File: config.mk
export PLATFORM = sky130hd
export DESIGN_NAME = flbss_ctrl
export DESIGN_NICKNAME = d
export VERILOG_FILES = /design/src/flbss_pkg.sv /design/src/flbss_ctrl.sv
export SDC_FILE = /design/constraint.sdc
export NUM_CORES = 1
export LEC_CHECK = 0
export BUFFER_PORTS_ARGS = -buffer_cell sky130_fd_sc_hd__buf_2
export CAP_MARGIN = 20
export CORE_ASPECT_RATIO = 1.75
export CORE_MARGIN = 1.5
export CORE_UTILIZATION = 55
export CTS_BUF_LIST = sky130_fd_sc_hd__clkbuf_8
export CTS_CLUSTER_SIZE = 40
export DETAILED_ROUTE_END_ITERATION = 6
export PLACE_DENSITY = 0.86
export SLEW_MARGIN = 20
export SYNTH_ARGS = -nofsm -noshare
export SYNTH_HDL_FRONTEND = slang
export SYNTH_SLANG_ARGS = --single-unit
File: constraint.sdc
create_clock -name clk -period 5.6 [get_ports clk]
set_clock_uncertainty 0.1 [all_clocks]
set_input_delay 0.28 -clock clk [delete_from_list [all_inputs] [get_ports clk]]
set_output_delay 0.28 -clock clk [all_outputs]
set_load 0.05 [all_outputs]
File: src/flbss_pkg.sv
// Package for the fill-level bucketed sparse set.
// Holds the channel word types, operation and bucket codes, and the
// command/status structs shared by the controller and the datapath.
`default_nettype none
package flbss_pkg;

  typedef struct packed {
    logic [2:0]  kind;
    logic [7:0]  slot_id;
    logic [3:0]  fill_count;
    logic [3:0]  size_lo;
    logic [3:0]  size_hi;
    logic [11:0] rank;
  } cmd_word_t;

  typedef struct packed {
    logic       found;
    logic [7:0] result_slot;
    logic [3:0] item_position;
    logic [8:0] range_count;
  } res_word_t;

  localparam logic [2:0] KIND_INSERT   = 3'd0;
  localparam logic [2:0] KIND_REMOVE   = 3'd1;
  localparam logic [2:0] KIND_COUNT    = 3'd2;
  localparam logic [2:0] KIND_NTH_SLOT = 3'd3;
  localparam logic [2:0] KIND_NTH_ITEM = 3'd4;

  localparam logic [1:0] BK_EMPTY = 2'd0;
  localparam logic [1:0] BK_FULL  = 2'd1;
  localparam logic [1:0] BK_ONE   = 2'd2;
  localparam logic [1:0] BK_MULTI = 2'd3;

  localparam logic [2:0] ADDR_MAX_FILL  = 3'd0;
  localparam logic [3:0] MAX_FILL_RESET = 4'd4;

  typedef struct packed {
    logic idle;
    logic load;
    logic clr_step;
    logic pos_rd;
    logic chk_step;
    logic ins_wr;
    logic last_rd;
    logic rem_wr;
    logic cnt_calc;
    logic nth_calc;
    logic item_calc;
    logic div_step;
    logic full_rd;
    logic get;
    logic wl_rd;
    logic wf_rd;
    logic wc_step;
    logic finish;
  } ctl_cmd_t;

  typedef struct packed {
    logic clr_last;
    logic is_insert;
    logic chk_last;
    logic rem_ok;
    logic nth_hit;
    logic item_full;
    logic item_one;
    logic multi_any;
    logic div_last;
    logic walk_hit;
    logic walk_last;
    logic out_free;
  } dp_stat_t;

endpackage
`default_nettype wire

File: src/flbss_ctrl.sv
// Controller state machine for the bucketed sparse set.
// Depends on flbss_pkg for the command and status structs.
`default_nettype none
module flbss_ctrl (
  input  wire logic                clk,
  input  wire logic                rst,
  input  wire logic                cmd_valid,
  input  wire logic [2:0]          cmd_kind,
  input  wire flbss_pkg::dp_stat_t stat,
  output flbss_pkg::ctl_cmd_t      ctl
);
  import flbss_pkg::*;

  typedef enum logic [16:0] {
    S_CLEAR = 17'b00000000000000001,
    S_IDLE  = 17'b00000000000000010,
    S_POS   = 17'b00000000000000100,
    S_CHK   = 17'b00000000000001000,
    S_INS   = 17'b00000000000010000,
    S_RLAST = 17'b00000000000100000,
    S_RWR   = 17'b00000000001000000,
    S_CNT   = 17'b00000000010000000,
    S_NTH   = 17'b00000000100000000,
    S_ITEM  = 17'b00000001000000000,
    S_DIV   = 17'b00000010000000000,
    S_FRD   = 17'b00000100000000000,
    S_GET   = 17'b00001000000000000,
    S_WL    = 17'b00010000000000000,
    S_WF    = 17'b00100000000000000,
    S_WC    = 17'b01000000000000000,
    S_DONE  = 17'b10000000000000000
  } state_t;

  state_t state, state_next;

  always_ff @(posedge clk) begin
    if (rst) begin
      state <= S_CLEAR;
    end else begin
      state <= state_next;
    end
  end

  always_comb begin
    ctl = '0;
    state_next = state;
    unique case (state)
      S_CLEAR: begin
        ctl.clr_step = 1'b1;
        if (stat.clr_last) state_next = S_IDLE;
      end
      S_IDLE: begin
        ctl.idle = 1'b1;
        if (cmd_valid) begin
          ctl.load = 1'b1;
          unique case (cmd_kind) inside
            KIND_INSERT, KIND_REMOVE: state_next = S_POS;
            KIND_COUNT:               state_next = S_CNT;
            KIND_NTH_SLOT:            state_next = S_NTH;
            KIND_NTH_ITEM:            state_next = S_ITEM;
            default:                  state_next = S_DONE;
          endcase
        end
      end
      S_POS: begin
        ctl.pos_rd = 1'b1;
        state_next = S_CHK;
      end
      S_CHK: begin
        ctl.chk_step = 1'b1;
        if (stat.chk_last) begin
          if (stat.is_insert)   state_next = S_INS;
          else if (stat.rem_ok) state_next = S_RLAST;
          else                  state_next = S_DONE;
        end
      end
      S_INS: begin
        ctl.ins_wr = 1'b1;
        state_next = S_DONE;
      end
      S_RLAST: begin
        ctl.last_rd = 1'b1;
        state_next = S_RWR;
      end
      S_RWR: begin
        ctl.rem_wr = 1'b1;
        state_next = S_DONE;
      end
      S_CNT: begin
        ctl.cnt_calc = 1'b1;
        state_next = S_DONE;
      end
      S_NTH: begin
        ctl.nth_calc = 1'b1;
        state_next = stat.nth_hit ? S_GET : S_DONE;
      end
      S_ITEM: begin
        ctl.item_calc = 1'b1;
        if (stat.item_full)      state_next = S_DIV;
        else if (stat.item_one)  state_next = S_GET;
        else if (stat.multi_any) state_next = S_WL;
        else                     state_next = S_DONE;
      end
      S_DIV: begin
        ctl.div_step = 1'b1;
        if (stat.div_last) state_next = S_FRD;
      end
      S_FRD: begin
        ctl.full_rd = 1'b1;
        state_next = S_GET;
      end
      S_GET: begin
        ctl.get = 1'b1;
        state_next = S_DONE;
      end
      S_WL: begin
        ctl.wl_rd = 1'b1;
        state_next = S_WF;
      end
      S_WF: begin
        ctl.wf_rd = 1'b1;
        state_next = S_WC;
      end
      S_WC: begin
        ctl.wc_step = 1'b1;
        if (stat.walk_hit || stat.walk_last) state_next = S_DONE;
        else                                 state_next = S_WL;
      end
      S_DONE: begin
        if (stat.out_free) begin
          ctl.finish = 1'b1;
          state_next = S_IDLE;
        end
      end
      default: state_next = S_CLEAR;
    endcase
  end
endmodule
`default_nettype wire

==> run_results.csv <==
group,metric,value,unit
logic_synthesis,netlist_area,1320,µm²
floorplanning,start_util,58.2,%
clock_tree,cts_htree_levels,1,
timing,slew_headroom,61.2,%
cells_and_area,max_flop_register,"state",
logic_synthesis,ys_warn_count,0,
clock_tree,post_cts_resized,0,
cells_and_area,largest_reg_flops,17,
place,detailed_place_hpwl,3030,µm
clock_tree,cts_buffer_depth,2,
floorplanning,pin_count,36,
place,dp_cells,209,
logic_synthesis,ys_top_cells_by_area,"dfxtp_1 26%, nor4_4 6.4%, nor2_1 5.7%",
floorplanning,die_area,2720,µm²
logic_synthesis,syn_area_per_cell,8.43,µm²
detailed_routing,vias,1422,
worst_setup_path,crit_slowest_cell,"nor4_4",
logic_synthesis,synth-seq-cells,17,
timing,rsz0062_at_grt,"no",
logic_synthesis,synth_edf_count,0,
detailed_routing,detailedRoute.firstPassIterationCount,4,
timing,fin_ws,2.96,ns
timing,fin_crit_sh,47.2,%
worst_setup_path,crit_path_start_kind,"flop",
worst_setup_path,endpoint_kind,"primary output",
detailed_routing,ant_nets,0,
logic_synthesis,yosysTopAreaCellShare,25.7,%
floorplanning,num_rows,23,
clock_tree,post-cts-setup-buffers,0,
place,place_ws,3.26,ns
worst_setup_path,worstSetupPathType,"flop to primary output",
global_route,gr-total-overflow,0,
floorplanning,core,2270,µm²
timing,setup_violations,0,
worst_setup_path,worst_ep_arrival_time,2.26,ns
floorplanning,dieWidth,40.1,µm
cells_and_area,stdcell_count,213,
cells_and_area,fill_cells,199,
detailed_routing,drt_iter0_markers,74,
floorplanning,die_y,67.9,µm
timing,final_max_slew_viol_count,0,
worst_setup_path,required,5.22,ns
logic_synthesis,synth_most_common_cell,"nor2_1",
global_route,antenna_found_initial,0,
cells_and_area,drive_above_1_share,31.4,%
global_route,grt_pass1_wl,5950,µm
job,maxCapViolations,0,
worst_setup_path,endpoint,"ctl[3]",
timing,tightestPinTransition,0.583,ns
detailed_routing,drc,0,
place,portBuffers,35,
worst_setup_path,cp-startpoint,"state[10]$_SDFFE_PP0P_",
logic_synthesis,synth_nets,175,
detailed_routing,routedWlPerCell,17.9,µm
logic_synthesis,yosys_most_used_dff,"dfxtp_1",
cells_and_area,largestRegisters,"state x17",
clock_tree,clk_latency,0.26,ns
logic_synthesis,netlist_top_cells_count,"20 x nor2_1, 17 x dfxtp_1, 10 x nor3_1",
power,p_leak,0.622,nW
power,p_per_area,307,nW/µm²
worst_setup_path,r2r_slack,3.34,ns
global_route,grt_pass1_vias,1329,
cells_and_area,diodes,0,
logic_synthesis,yosysTopAreaCell,"dfxtp_1",
logic_synthesis,synth-seq-area-share,25.7,%
cells_and_area,area_growth,16.0,%
worst_setup_path,rr_worst_depth,5,
status,status,"finished, final reports clean",
worst_setup_path,cp_cell_sequence,"nor4_4 -> nand4_1 -> or3_1 -> nor3b_2 -> buf_2",
power,ir_drop,0.273,mV
worst_setup_path,reg2reg_from,"state[10]$_SDFFE_PP0P_",
global_route,grt_usage,31.8,%
logic_synthesis,synthArstFlopShare,0,%
logic_synthesis,ys_types,49,
clock_tree,ctsHoldBuffers,0,
detailed_routing,avgViaCountPerCell,6.68,
detailed_routing,wl,3800,µm
clock_tree,ctsRootBufferMaster,"clkbuf_8",
global_route,grt_max_degree,13,
clock_tree,cts_buffers,3,
worst_setup_path,cp_max_fo,8,
timing,timing.fmax,378,MHz
timing,fin_crit,2.64,ns
clock_tree,clkTransAtPathRegs,0.08,ns
timing,finalSetupTns,0,ns
cells_and_area,fin_nets,207,
clock_tree,cts_sinks,17,
worst_hold_path,min_path_type,"input pin to flop",
timing,hold_viol,0,
logic_synthesis,syn_inst,157,
worst_setup_path,r2r_end,"state[16]$_SDFFE_PP0P_",
clock_tree,cts_tree,"built",
place,globalplace.congestion,0.947,
worst_setup_path,cp_slowest_stage_delay,0.53,ns
-- layout make-up --
| type | count | area (µm²) | area share (%) |
|---|---|---|---|
| clock buffers | 3 | 41.3 | 2.69 |
| inverters | 7 | 26.3 | 1.71 |
| flip-flops and latches | 17 | 340 | 22.2 |
| repair buffers | 35 | 175 | 11.4 |
| well taps | 25 | 31.3 | 2.04 |
| clock inverters | 1 | 7.51 | 0.489 |
| multi-input cells | 125 | 913 | 59.5 |
-- kinds of logic after synthesis --
kind of cell / share of synthesized area, %
and+or+nand+nor: 52.0
AOI/OAI and AO/OA: 12.4
DFF: 25.7
buffers and inverters: 5.29
xor gates and xnor gates: 4.63
-- metrics by stage --
step	hold WS (ns)	utilization (%)	total power [mW]	instance area, µm²
6_report	0.0995	67.5	0.472	1540
5_1_grt	0.114	67.5	0.497	1540
4_1_cts	0.103	67.5	0.467	1540
3_5_place_dp	0.380	65.4	0.371	1490
3_3_place_gp	0.378	65.4	0.366	1490
2_1_floorplan	0.255	-	0.326	1320
-- cell usage in the layout, fill, tap and decap left out, types with 3 or more instances in the layout --
cell,instances
a21oi_1,3
buf_2,35
nor3_1,10
or3b_2,3
nand2_1,7
xnor2_1,5
clkbuf_8,3
inv_1,7
nor4_1,7
or3_1,5
nand2b_1,3
nand4_1,5
dfxtp_1,17
nor2_1,20
nor3b_1,5
nor4_4,4
o22ai_1,4
o21ai_0,3
nand3_1,5
-- power breakdown --
part / internal (mW) / switching, mW
Clock: 0.0503 / 0.0481
Combinational: 0.0826 / 0.141
Sequential: 0.128 / 0.0215
Total: 0.261 / 0.211
-- worst max-delay path: cells and delay by family (launching register included) --
family	cells	cell delay, ns
simple gates	4	1.32
buf+inv	1	0.28
flops	1	0.39
-- metal layers --
metal | track usage (%) | routed length, µm | vias up
met1 | 32.6 | 1320 | 661
met3 | 6.17 | 198 | 31
met5 | 0 | 0 | -
li1 | - | - | 659
met4 | 19.0 | 280 | 0
met2 | 55.4 | 2000 | 71
-- worst min-delay path by stage --
| stage | startpoint | to | slack (ns) | depth (start not counted) |
|---|---|---|---|---|
| floorplan | cmd_kind[2] | state[2]$_SDFFE_PP0P_ | 0.26 | 1 |
| global placement | stat[10] | state[5]$_SDFFE_PP0P_ | 0.38 | 2 |
| detailed placement | stat[10] | state[5]$_SDFFE_PP0P_ | 0.38 | 2 |
| CTS | stat[10] | state[5]$_SDFFE_PP0P_ | 0.10 | 2 |
| global route | stat[10] | state[5]$_SDFFE_PP0P_ | 0.11 | 2 |
| finish | stat[10] | state[5]$_SDFFE_PP0P_ | 0.1 | 2 |
(Power assumes the default switching activity.)
